$ cat config.mk
export PLATFORM = sky130hd
export DESIGN_NAME = sht1x_measurement_controller_top
export DESIGN_NICKNAME = d
export VERILOG_FILES = /design/src/hw/rtl/sht1x_mc_pkg.sv /design/src/hw/rtl/sht1x_mc_seq.sv /design/src/hw/rtl/sht1x_measurement_controller_top.sv
export SDC_FILE = /design/constraint.sdc
export NUM_CORES = 1
export LEC_CHECK = 0
export BUFFER_PORTS_ARGS = -buffer_cell sky130_fd_sc_hd__buf_2
export CAP_MARGIN = 30
export CORE_UTILIZATION = 55
export CTS_BUF_LIST = sky130_fd_sc_hd__clkbuf_8 sky130_fd_sc_hd__clkbuf_16
export DETAILED_ROUTE_END_ITERATION = 6
export PLACE_DENSITY = 0.74
export SYNTH_ARGS = -nofsm -noshare
export SYNTH_HDL_FRONTEND = slang
export SYNTH_SLANG_ARGS = --single-unit
$ cat constraint.sdc
create_clock -name clk_i -period 5.5 [get_ports clk_i]
set_input_delay 1.1 -clock clk_i [delete_from_list [all_inputs] [get_ports clk_i]]
set_output_delay 1.1 -clock clk_i [all_outputs]
set_load 0.005 [all_outputs]
$ cat src/hw/rtl/sht1x_mc_pkg.sv
// Shared types and constants for the two-wire sensor measurement controller.
// Holds the register map, reset values and the structs passed between modules.
// No dependencies.
package sht1x_mc_pkg;

  // Default structural parameters
  localparam int DefResetClocks = 9;
  localparam int DefCountWidth  = 24;

  // Configuration register map
  localparam int CfgIdxW  = 3;
  localparam int CfgDataW = 24;

  localparam logic [CfgIdxW-1:0] REG_HALF_PERIOD   = 3'd0;
  localparam logic [CfgIdxW-1:0] REG_POLL_INTERVAL = 3'd1;
  localparam logic [CfgIdxW-1:0] REG_MAX_POLLS     = 3'd2;
  localparam logic [CfgIdxW-1:0] REG_SETTLE        = 3'd3;
  localparam logic [CfgIdxW-1:0] REG_HUM_CMD       = 3'd4;
  localparam logic [CfgIdxW-1:0] REG_TEMP_CMD      = 3'd5;

  // Register reset values
  localparam logic [7:0]  RST_HALF_PERIOD   = 8'd5;
  localparam logic [23:0] RST_POLL_INTERVAL = 24'd100000;
  localparam logic [7:0]  RST_MAX_POLLS     = 8'd20;
  localparam logic [23:0] RST_SETTLE        = 24'd200000;
  localparam logic [7:0]  RST_HUM_CMD       = 8'h05;
  localparam logic [7:0]  RST_TEMP_CMD      = 8'h03;

  // Stream word widths
  localparam int InDataW  = 8;
  localparam int OutDataW = 40;

  typedef struct packed {
    logic [7:0]  half_period;
    logic [23:0] poll_interval;
    logic [7:0]  max_polls;
    logic [23:0] settle;
    logic [7:0]  hum_cmd;
    logic [7:0]  temp_cmd;
  } cfg_t;

  typedef struct packed {
    logic        temperature_error;
    logic        humidity_error;
    logic [15:0] temperature_raw;
    logic [15:0] humidity_raw;
    logic        done;
    logic        busy;
    logic        data_drive;
    logic        data_out;
    logic        clock_out;
  } res_t;

endpackage

$ cat src/hw/rtl/sht1x_mc_seq.sv
// Pin-level sequencer: measurement state, tick counters and line levels.
// Advances one tick per accepted word. Depends on sht1x_mc_pkg.
module sht1x_mc_seq #(
  parameter int ResetClocks = sht1x_mc_pkg::DefResetClocks,
  parameter int CountWidth  = sht1x_mc_pkg::DefCountWidth
) (
  input  logic                clk_i,
  input  logic                rst_ni,
  input  logic                step_i,
  input  logic                start_i,
  input  logic                data_i,
  input  sht1x_mc_pkg::cfg_t  cfg_i,
  output sht1x_mc_pkg::res_t  res_o
);

  // Phase codes
  localparam logic [4:0] P_IDLE     = 5'd0;
  localparam logic [4:0] P_RST_HIGH = 5'd1;
  localparam logic [4:0] P_RST_LOW  = 5'd2;
  localparam logic [4:0] P_ST_A     = 5'd3;
  localparam logic [4:0] P_ST_B     = 5'd4;
  localparam logic [4:0] P_ST_C     = 5'd5;
  localparam logic [4:0] P_ST_D     = 5'd6;
  localparam logic [4:0] P_ST_E     = 5'd7;
  localparam logic [4:0] P_ST_F     = 5'd8;
  localparam logic [4:0] P_WR_LOW   = 5'd9;
  localparam logic [4:0] P_WR_HIGH  = 5'd10;
  localparam logic [4:0] P_WA_LOW   = 5'd11;
  localparam logic [4:0] P_WA_HIGH  = 5'd12;
  localparam logic [4:0] P_POLL     = 5'd13;
  localparam logic [4:0] P_RD_LOW   = 5'd14;
  localparam logic [4:0] P_RD_HIGH  = 5'd15;
  localparam logic [4:0] P_RA_LOW   = 5'd16;
  localparam logic [4:0] P_RA_HIGH  = 5'd17;
  localparam logic [4:0] P_SETTLE   = 5'd18;

  localparam logic [32:0] CountMax = (33'd1 << CountWidth) - 33'd1;
  localparam logic [3:0]  ResetClocksC = 4'(ResetClocks);
  localparam logic [1:0]  RecoveryIdx = 2'd3;

  // Clamp a threshold to the counter range
  function automatic logic [CountWidth-1:0] sat_count(input logic [23:0] v);
    logic [32:0] v_ext;
    v_ext = {9'd0, v};
    if (v_ext > CountMax) begin
      sat_count = CountMax[CountWidth-1:0];
    end else begin
      sat_count = v_ext[CountWidth-1:0];
    end
  endfunction

  logic [4:0]            phase_q, phase_d;
  logic [CountWidth-1:0] tick_q, tick_d;
  logic [3:0]            bit_q, bit_d;
  logic [1:0]            byte_q, byte_d;
  logic [7:0]            shift_q, shift_d;
  logic [7:0]            poll_q, poll_d;
  logic                  meas_temp_q, meas_temp_d;
  logic [15:0]           hum_q, hum_d;
  logic [15:0]           temp_q, temp_d;
  logic [1:0]            err_q, err_d;

  logic                  done;
  logic [CountWidth-1:0] tick_inc, hp_sat, poll_sat, poll_tick;
  logic                  held;
  logic [3:0]            bit_inc;
  logic [7:0]            poll_inc, max_eff;
  logic                  clk_lvl, dat_lvl, drv_lvl;

  assign tick_inc = tick_q + 1'b1;
  assign hp_sat   = sat_count({16'd0, (cfg_i.half_period == 8'd0) ? 8'd1 : cfg_i.half_period});
  assign poll_sat = sat_count((cfg_i.poll_interval == 24'd0) ? 24'd1 : cfg_i.poll_interval);
  assign held     = tick_inc >= hp_sat;
  assign bit_inc  = bit_q + 4'd1;
  assign poll_inc = poll_q + 8'd1;
  assign max_eff  = (cfg_i.max_polls == 8'd0) ? 8'd1 : cfg_i.max_polls;
  assign poll_tick = (tick_q == '0) ? CountWidth'(1) : tick_inc;

  // Next state for one tick
  always_comb begin
    phase_d     = phase_q;
    tick_d      = tick_q;
    bit_d       = bit_q;
    byte_d      = byte_q;
    shift_d     = shift_q;
    poll_d      = poll_q;
    meas_temp_d = meas_temp_q;
    hum_d       = hum_q;
    temp_d      = temp_q;
    err_d       = err_q;
    done        = 1'b0;

    unique case (phase_q)
      P_IDLE: begin
        if (start_i) begin
          meas_temp_d = 1'b0;
          err_d       = 2'b00;
          phase_d     = P_RST_HIGH;
          tick_d      = '0;
          bit_d       = '0;
          byte_d      = '0;
        end
      end
      P_RST_HIGH, P_WR_LOW, P_WA_LOW, P_RD_LOW, P_RA_LOW: begin
        // plain held phase: step to the next phase of its pair
        tick_d = held ? '0 : tick_inc;
        if (held) begin
          phase_d = phase_q + 5'd1;
        end
      end
      P_RST_LOW: begin
        tick_d = held ? '0 : tick_inc;
        if (held) begin
          if (bit_inc >= ResetClocksC) begin
            bit_d   = '0;
            phase_d = P_ST_A;
          end else begin
            bit_d   = bit_inc;
            phase_d = P_RST_HIGH;
          end
        end
      end
      P_ST_A, P_ST_B, P_ST_C, P_ST_D, P_ST_E: begin
        tick_d = held ? '0 : tick_inc;
        if (held) begin
          phase_d = phase_q + 5'd1;
        end
      end
      P_ST_F: begin
        tick_d = held ? '0 : tick_inc;
        if (held) begin
          if (byte_q == RecoveryIdx) begin
            // recovery reset done: close this measurement
            byte_d = '0;
            tick_d = '0;
            if (!meas_temp_q) begin
              meas_temp_d = 1'b1;
              phase_d     = P_SETTLE;
            end else begin
              meas_temp_d = 1'b0;
              phase_d     = P_IDLE;
              done        = 1'b1;
            end
          end else begin
            shift_d = meas_temp_q ? cfg_i.temp_cmd : cfg_i.hum_cmd;
            bit_d   = '0;
            phase_d = P_WR_LOW;
          end
        end
      end
      P_WR_HIGH: begin
        tick_d = held ? '0 : tick_inc;
        if (held) begin
          shift_d = {shift_q[6:0], 1'b0};
          if (bit_inc >= 4'd8) begin
            bit_d   = '0;
            phase_d = P_WA_LOW;
          end else begin
            bit_d   = bit_inc;
            phase_d = P_WR_LOW;
          end
        end
      end
      P_WA_HIGH: begin
        tick_d = held ? '0 : tick_inc;
        if (held) begin
          if (data_i) begin
            // no acknowledge: flag, zero value, send recovery reset
            if (meas_temp_q) begin
              temp_d   = '0;
              err_d[1] = 1'b1;
            end else begin
              hum_d    = '0;
              err_d[0] = 1'b1;
            end
            phase_d = P_RST_HIGH;
            tick_d  = '0;
            bit_d   = '0;
            byte_d  = RecoveryIdx;
          end else begin
            phase_d = P_POLL;
            tick_d  = '0;
            poll_d  = '0;
          end
        end
      end
      P_POLL: begin
        if (tick_q == '0 && !data_i) begin
          // conversion finished: start reading
          phase_d = P_RD_LOW;
          tick_d  = '0;
          bit_d   = '0;
          byte_d  = '0;
          shift_d = '0;
        end else if (poll_tick >= poll_sat) begin
          tick_d = '0;
          poll_d = poll_inc;
          if (poll_inc >= max_eff) begin
            // timeout: flag, zero value, close measurement
            if (meas_temp_q) begin
              temp_d   = '0;
              err_d[1] = 1'b1;
              meas_temp_d = 1'b0;
              phase_d     = P_IDLE;
              done        = 1'b1;
            end else begin
              hum_d    = '0;
              err_d[0] = 1'b1;
              meas_temp_d = 1'b1;
              phase_d     = P_SETTLE;
            end
          end
        end else begin
          tick_d = poll_tick;
        end
      end
      P_RD_HIGH: begin
        tick_d = held ? '0 : tick_inc;
        if (held) begin
          shift_d = {shift_q[6:0], data_i};
          if (bit_inc >= 4'd8) begin
            bit_d   = '0;
            phase_d = P_RA_LOW;
          end else begin
            bit_d   = bit_inc;
            phase_d = P_RD_LOW;
          end
        end
      end
      P_RA_HIGH: begin
        tick_d = held ? '0 : tick_inc;
        if (held) begin
          // store MSB then LSB; checksum byte is dropped
          if (byte_q == 2'd0) begin
            if (meas_temp_q) temp_d = {shift_q, 8'h00};
            else             hum_d  = {shift_q, 8'h00};
          end else if (byte_q == 2'd1) begin
            if (meas_temp_q) temp_d = {temp_q[15:8], shift_q};
            else             hum_d  = {hum_q[15:8], shift_q};
          end
          if (byte_q >= 2'd2) begin
            byte_d = '0;
            tick_d = '0;
            if (!meas_temp_q) begin
              meas_temp_d = 1'b1;
              phase_d     = P_SETTLE;
            end else begin
              meas_temp_d = 1'b0;
              phase_d     = P_IDLE;
              done        = 1'b1;
            end
          end else begin
            byte_d  = byte_q + 2'd1;
            shift_d = '0;
            phase_d = P_RD_LOW;
          end
        end
      end
      P_SETTLE: begin
        if (tick_q >= sat_count(cfg_i.settle)) begin
          phase_d = P_RST_HIGH;
          tick_d  = '0;
          bit_d   = '0;
          byte_d  = '0;
        end else begin
          tick_d = tick_inc;
        end
      end
      default: begin
        phase_d = P_IDLE;
        tick_d  = '0;
      end
    endcase
  end

  // Line levels of the phase being entered
  always_comb begin
    clk_lvl = 1'b0;
    dat_lvl = 1'b0;
    drv_lvl = 1'b0;
    unique case (phase_d)
      P_RST_HIGH, P_ST_A, P_ST_E: begin
        clk_lvl = 1'b1; dat_lvl = 1'b1; drv_lvl = 1'b1;
      end
      P_RST_LOW, P_ST_F: begin
        dat_lvl = 1'b1; drv_lvl = 1'b1;
      end
      P_ST_B, P_ST_D: begin
        clk_lvl = 1'b1; drv_lvl = 1'b1;
      end
      P_ST_C: begin
        drv_lvl = 1'b1;
      end
      P_WR_LOW: begin
        dat_lvl = shift_d[7]; drv_lvl = 1'b1;
      end
      P_WR_HIGH: begin
        clk_lvl = 1'b1; dat_lvl = shift_d[7]; drv_lvl = 1'b1;
      end
      P_WA_HIGH, P_RD_HIGH: begin
        clk_lvl = 1'b1;
      end
      P_RA_LOW: begin
        dat_lvl = byte_d >= 2'd2; drv_lvl = 1'b1;
      end
      P_RA_HIGH: begin
        clk_lvl = 1'b1; dat_lvl = byte_d >= 2'd2; drv_lvl = 1'b1;
      end
      default: begin
        clk_lvl = 1'b0;
      end
    endcase
  end

  // Result of this tick
  always_comb begin
    res_o.clock_out         = clk_lvl;
    res_o.data_out          = dat_lvl;
    res_o.data_drive        = drv_lvl;
    res_o.busy              = phase_d != P_IDLE;
    res_o.done              = done;
    res_o.humidity_raw      = hum_d;
    res_o.temperature_raw   = temp_d;
    res_o.humidity_error    = err_d[0];
    res_o.temperature_error = err_d[1];
  end

  // Advance state on each accepted tick
  always_ff @(posedge clk_i or negedge rst_ni) begin
    if (!rst_ni) begin
      phase_q     <= P_IDLE;
      tick_q      <= '0;
      bit_q       <= '0;
      byte_q      <= '0;
      shift_q     <= '0;
      poll_q      <= '0;
      meas_temp_q <= 1'b0;
      hum_q       <= '0;
      temp_q      <= '0;
      err_q       <= '0;
    end else if (step_i) begin
      phase_q     <= phase_d;
      tick_q      <= tick_d;
      bit_q       <= bit_d;
      byte_q      <= byte_d;
      shift_q     <= shift_d;
      poll_q      <= poll_d;
      meas_temp_q <= meas_temp_d;
      hum_q       <= hum_d;
      temp_q      <= temp_d;
      err_q       <= err_d;
    end
  end

  // Idle holds without a start request
  a_idle_holds: assert property (@(posedge clk_i) disable iff (!rst_ni)
    (step_i && phase_q == P_IDLE && !start_i) |=> (phase_q == P_IDLE))
    else $error("sequencer left idle without a start request");

  // Every phase change restarts the tick counter
  a_tick_restart: assert property (@(posedge clk_i) disable iff (!rst_ni)
    (step_i && phase_d != phase_q) |=> (tick_q == '0))
    else $error("tick counter not cleared on phase change");

  // Reset pulse count stays below its limit
  a_bit_bound: assert property (@(posedge clk_i) disable iff (!rst_ni)
    (phase_q == P_RST_HIGH || phase_q == P_RST_LOW) |-> (bit_q < ResetClocksC))
    else $error("reset pulse count out of range");

endmodule

$ cat src/hw/rtl/sht1x_measurement_controller_top.sv
// Top level of the two-wire humidity/temperature sensor measurement controller.
// Holds the configuration registers, the stream handshake and the result
// register. Depends on sht1x_mc_pkg and sht1x_mc_seq.
//
// Usage: every word on the input stream is one tick of the sensor bus.
// Input tdata carries the start request and the sampled data line level;
// each accepted word produces exactly one output word with the clock line,
// data line drive level and enable, busy and done flags, the two raw readings
// and their error flags. A start while idle runs a humidity and then a
// temperature measurement; done pulses in the word where both are updated.
// The output word of an accepted input word is registered. One word is taken
// every cycle while the receiver keeps up: the sequencer updates its state
// in the accepting cycle and the output register holds the result. When the
// receiver stalls, the output word holds and the input side takes one more
// word only once the held word is taken. After reset the sequencer is idle,
// the readings and errors are zero and the registers hold their defaults.
// Configuration writes on the cfg channel are always taken;
// indexes past the register list are ignored.
module sht1x_measurement_controller_top #(
  parameter int ResetClocks = sht1x_mc_pkg::DefResetClocks,
  parameter int CountWidth  = sht1x_mc_pkg::DefCountWidth
) (
  input  logic                                clk_i,
  input  logic                                rst_ni,
  // bit 0 start_request, bit 1 data_in, bits 7:2 zero
  input  logic [sht1x_mc_pkg::InDataW-1:0]    s_axis_tdata_i,
  input  logic                                s_axis_tvalid_i,
  output logic                                s_axis_tready_o,
  // bit 0 clock_out, 1 data_out, 2 data_drive, 3 busy_res, 4 done_res,
  // 20:5 humidity_raw, 36:21 temperature_raw, 37 humidity_error,
  // 38 temperature_error, 39 zero
  output logic [sht1x_mc_pkg::OutDataW-1:0]   m_axis_tdata_o,
  output logic                                m_axis_tvalid_o,
  input  logic                                m_axis_tready_i,
  input  logic                                cfg_valid_i,
  output logic                                cfg_ready_o,
  input  logic [sht1x_mc_pkg::CfgIdxW-1:0]    cfg_index_i,
  input  logic [sht1x_mc_pkg::CfgDataW-1:0]   cfg_data_i
);

  sht1x_mc_pkg::cfg_t cfg_q;
  sht1x_mc_pkg::res_t res, res_q;
  logic               out_valid_q, out_valid_d;
  logic               accept;

  assign cfg_ready_o     = 1'b1;
  assign s_axis_tready_o = !out_valid_q || m_axis_tready_i;
  assign accept          = s_axis_tvalid_i && s_axis_tready_o;

  // Write configuration registers
  always_ff @(posedge clk_i or negedge rst_ni) begin
    if (!rst_ni) begin
      cfg_q.half_period   <= sht1x_mc_pkg::RST_HALF_PERIOD;
      cfg_q.poll_interval <= sht1x_mc_pkg::RST_POLL_INTERVAL;
      cfg_q.max_polls     <= sht1x_mc_pkg::RST_MAX_POLLS;
      cfg_q.settle        <= sht1x_mc_pkg::RST_SETTLE;
      cfg_q.hum_cmd       <= sht1x_mc_pkg::RST_HUM_CMD;
      cfg_q.temp_cmd      <= sht1x_mc_pkg::RST_TEMP_CMD;
    end else if (cfg_valid_i && cfg_ready_o) begin
      unique case (cfg_index_i)
        sht1x_mc_pkg::REG_HALF_PERIOD:   cfg_q.half_period   <= cfg_data_i[7:0];
        sht1x_mc_pkg::REG_POLL_INTERVAL: cfg_q.poll_interval <= cfg_data_i;
        sht1x_mc_pkg::REG_MAX_POLLS:     cfg_q.max_polls     <= cfg_data_i[7:0];
        sht1x_mc_pkg::REG_SETTLE:        cfg_q.settle        <= cfg_data_i;
        sht1x_mc_pkg::REG_HUM_CMD:       cfg_q.hum_cmd       <= cfg_data_i[7:0];
        sht1x_mc_pkg::REG_TEMP_CMD:      cfg_q.temp_cmd      <= cfg_data_i[7:0];
        default: ;
      endcase
    end
  end

  sht1x_mc_seq #(
    .ResetClocks (ResetClocks),
    .CountWidth  (CountWidth)
  ) u_seq (
    .clk_i   (clk_i),
    .rst_ni  (rst_ni),
    .step_i  (accept),
    .start_i (s_axis_tdata_i[0]),
    .data_i  (s_axis_tdata_i[1]),
    .cfg_i   (cfg_q),
    .res_o   (res)
  );

  // Output word valid: set on accept, drop when taken
  always_comb begin
    out_valid_d = out_valid_q;
    if (accept) begin
      out_valid_d = 1'b1;
    end else if (m_axis_tready_i) begin
      out_valid_d = 1'b0;
    end
  end

  always_ff @(posedge clk_i or negedge rst_ni) begin
    if (!rst_ni) begin
      out_valid_q <= 1'b0;
    end else begin
      out_valid_q <= out_valid_d;
    end
  end

  // Capture the result word
  always_ff @(posedge clk_i) begin
    if (accept) begin
      res_q <= res;
    end
  end

  assign m_axis_tvalid_o = out_valid_q;
  assign m_axis_tdata_o  = {1'b0, res_q.temperature_error, res_q.humidity_error,
                            res_q.temperature_raw, res_q.humidity_raw, res_q.done,
                            res_q.busy, res_q.data_drive, res_q.data_out,
                            res_q.clock_out};

  // Done marks the end of the cycle, so the sequencer is idle then
  a_done_idle: assert property (@(posedge clk_i) disable iff (!rst_ni)
    (out_valid_q && res_q.done) |-> !res_q.busy)
    else $error("done reported while still busy");

  // A released data line carries no driven level
  a_release_low: assert property (@(posedge clk_i) disable iff (!rst_ni)
    (out_valid_q && !res_q.data_drive) |-> !res_q.data_out)
    else $error("data level set while line released");

  // The clock line only toggles during a measurement
  a_clock_busy: assert property (@(posedge clk_i) disable iff (!rst_ni)
    (out_valid_q && res_q.clock_out) |-> res_q.busy)
    else $error("clock high while idle");

endmodule
==> results.cfg <==
[run_status]
status = finished, final reports clean

[die]
die_w_um = 150
start_util = 0.568
std_cell_rows = 53
num_io_pins = 83
die_h_um = 150
core_mm2 = 0.0212
dieArea_mm2 = 0.0225

[critical_path]
r2r_start = cfg_q[77]
crit_slowest_cell = or4_4
crit_fanout = 16
path_class = reg2reg
critPathMaxStageDelay_ns = 0.55
worstPathRequired_ns = 5.83
cp_cell_sequence = nor4_1, a41o_1, ha_1, nand2b_1, a2111oi_0, or4_1, o211ai_1, or4_4, or3_1, clkinv_4, ha_1, o211ai_1, a21oi_1, o221ai_1, a221oi_4, a221o_1, a41oi_2, a2111oi_4
critPathCaptureType = register
cp-startpoint = cfg_q[77]
arrival_ns = 5.48
cp-start-kind = register

[hold_path]
hold_path_class = in2async

[placement]
hpwl_mm = 20.0
gp_congestion = 0.936
dp_worst_setup_slack_ns = 0.398
dpl_cell_area_mm2 = 0.0126
io_buffers = 74

[timing]
finalMaxSlewViolations = 0
layout_setup_ws_ns = 0.349
fin_setup_tns_ns = 0
fin_skew_ns = 0.0111
max_slew_margin = 0.360
whs_ns = 0.355
setup_viol = 0
rsz0062_at_grt = no
tightest_slew_ns = 0.936
hold_violations = 0
fmax_mhz = 194
layout_min_cycle_time_ns = 5.15
fin_crit_sh = 0.936

[global_routing]
antenna_found_initial = 0
grt_pass1_wl_mm = 46.3
grt-ovfl-total = 0
grt_max_degree = 99
grtUsageTotal = 0.261
grt_pass1_vias = 8890

[cts]
cts.root.buffer_cell = clkbuf_16
cts_buffer_depth = 3
cts_tree = built
ctsResizeCount = 0
clk_latency_ns = 0.52
holdBufCountCts = 0
clkTransAtPathRegs_ns = 0.06
post-cts-setup-buffers = 0
cts-htree-levels = 1
cts_buffers = 23
cts.sinks = 206

[power_and_ir_drop]
power_leakage_nw = 6.10
powerDensity_mw_per_mm2 = 349
ir_worst_vdd_uv = 257

[logic_synthesis]
synth_warnings = 0
synth_cell_types = 82
synthesis.nets = 1323
synthArstFlopShare = 0.811
synthCells = 1207
syn_area_per_cell_um2 = 9.98
synth_edf_count = 39
syn_area_mm2 = 0.0121
synth-seq-cells = 206
synth_seq_area_share = 0.446
synth_ff_type = dfrtp_1

[detailed_routing]
wire_per_inst_um = 18.2
vias = 9244
routed_wl_mm = 28.3
drtIter0Drc = 803
antenna_left = 0
drc_errors = 0
firstDrtPassIters = 5
viasPerCell = 5.96

[layout]
fin_nets = 1375
area_growth_syn_to_layout_pct = 11.6
design_area_mm2 = 0.0134
layout-drive-gt1-share = 0.190
final_util = 0.634
layout.cells.most_common_list = dfrtp_1, nand2_1, o21ai_0, inv_1, a22o_1
final_common_cell = dfrtp_1
diodes = 0

[flow_run]
max_cap_viol_count = 0
## flip-flops by register name (all words and copies together) (netlist names)
| signal | count |
|---|---|
| cfg_q | 80 |
| m_axis_tdata_o | 39 |
| m_axis_tvalid_o | 1 |
| u_seq.bit_q | 4 |
| u_seq.byte_q | 2 |
| u_seq.err_q | 2 |
| u_seq.hum_q | 16 |
| u_seq.meas_temp_q | 1 |
| u_seq.phase_q | 5 |
| u_seq.poll_q | 8 |
| u_seq.shift_q | 8 |
| u_seq.temp_q | 16 |
| u_seq.tick_q | 24 |
## where the power goes
| part | internal [W] | switching, W |
|---|---|---|
| clock network | 0.000933 | 0.000627 |
| logic | 0.000479 | 0.000684 |
| registers | 0.00178 | 0.000188 |
| total | 0.00320 | 0.00150 |
## worst max-delay path: cells and delay by family, from the launching register on
| kind | cells | cell delay [ns] |
|---|---|---|
| compound gates | 10 | 2.35 |
| simple gates | 5 | 1.66 |
| fa+ha+maj | 2 | 0.39 |
| flops | 1 | 0.38 |
| buf+inv | 1 | 0.17 |
## synth_stat cells (all sizes together), types with 13 or more instances
cell type,instances,area share
nor4,19,0.013
buf,36,0.017
dfstp,20,0.044
mux2i,14,0.012
dfrtp,147,0.31
nand4,15,0.0096
nand3,29,0.012
nand2,117,0.037
mux2,47,0.044
and3,13,0.0072
o21ai,99,0.041
clkbuf,39,0.012
xor2,15,0.011
edfxtp,39,0.097
nor3,23,0.012
xnor2,20,0.015
nor2,63,0.021
nand2b,20,0.010
inv,84,0.026
a21oi,50,0.021
a22o,80,0.058
ha,76,0.079
## area by class of cell
cell class | count | area, um2
Inverter | 85 | 324
Clock inverter | 17 | 168
Timing Repair Buffer | 102 | 604
Sequential cell | 206 | 5380
Clock buffer | 25 | 603
Fill cell | 1747 | 7780
Tap cell | 275 | 344
Multi-Input combinational cell | 841 | 6030
## metal layers
| metal | vias up | share of wire | track usage |
|---|---|---|---|
| li1 | 4470 | - | - |
| met1 | 4476 | 0.45 | 0.352 |
| met2 | 252 | 0.48 | 0.436 |
| met3 | 46 | 0.049 | 0.0323 |
| met4 | 0 | 0.022 | 0.0823 |
| met5 | - | 0 | 0 |
## per-stage QoR
step / std cells / power (W)
finish: 1551 / 0.00470
global route: 1551 / 0.00496
CTS: 1549 / 0.00472
detailed placement: 1507 / 0.00315
global placement: 1506 / 0.00311
floorplan: 1207 / 0.00277
## cells by family after synthesis
group           after synthesis  synth area share
compound gates              313             0.182
xor+xnor                     35            0.0254
mux                          61            0.0555
fa+ha+maj                    76            0.0789
other cells                   2          0.000623
simple gates                354             0.155
flops                       206             0.446
buf+inv                     160            0.0566
## final timing paths
check / endpoint / slack [ns] / depth (start not counted)
setup / recovery: m_axis_tdata_o[1] / 0.35 / 18
hold / removal: cfg_q[61] / 0.36 / 1
setup reg to reg: m_axis_tdata_o[1] / 0.35 / 18
hold reg to reg: u_seq.hum_q[3] / 0.50 / 1
max in group asynchronous: cfg_q[0] / 3.95 / 3
min in group clk_i: u_seq.hum_q[3] / 0.50 / 1
Note: power is estimated with default switching activity, not from simulation.
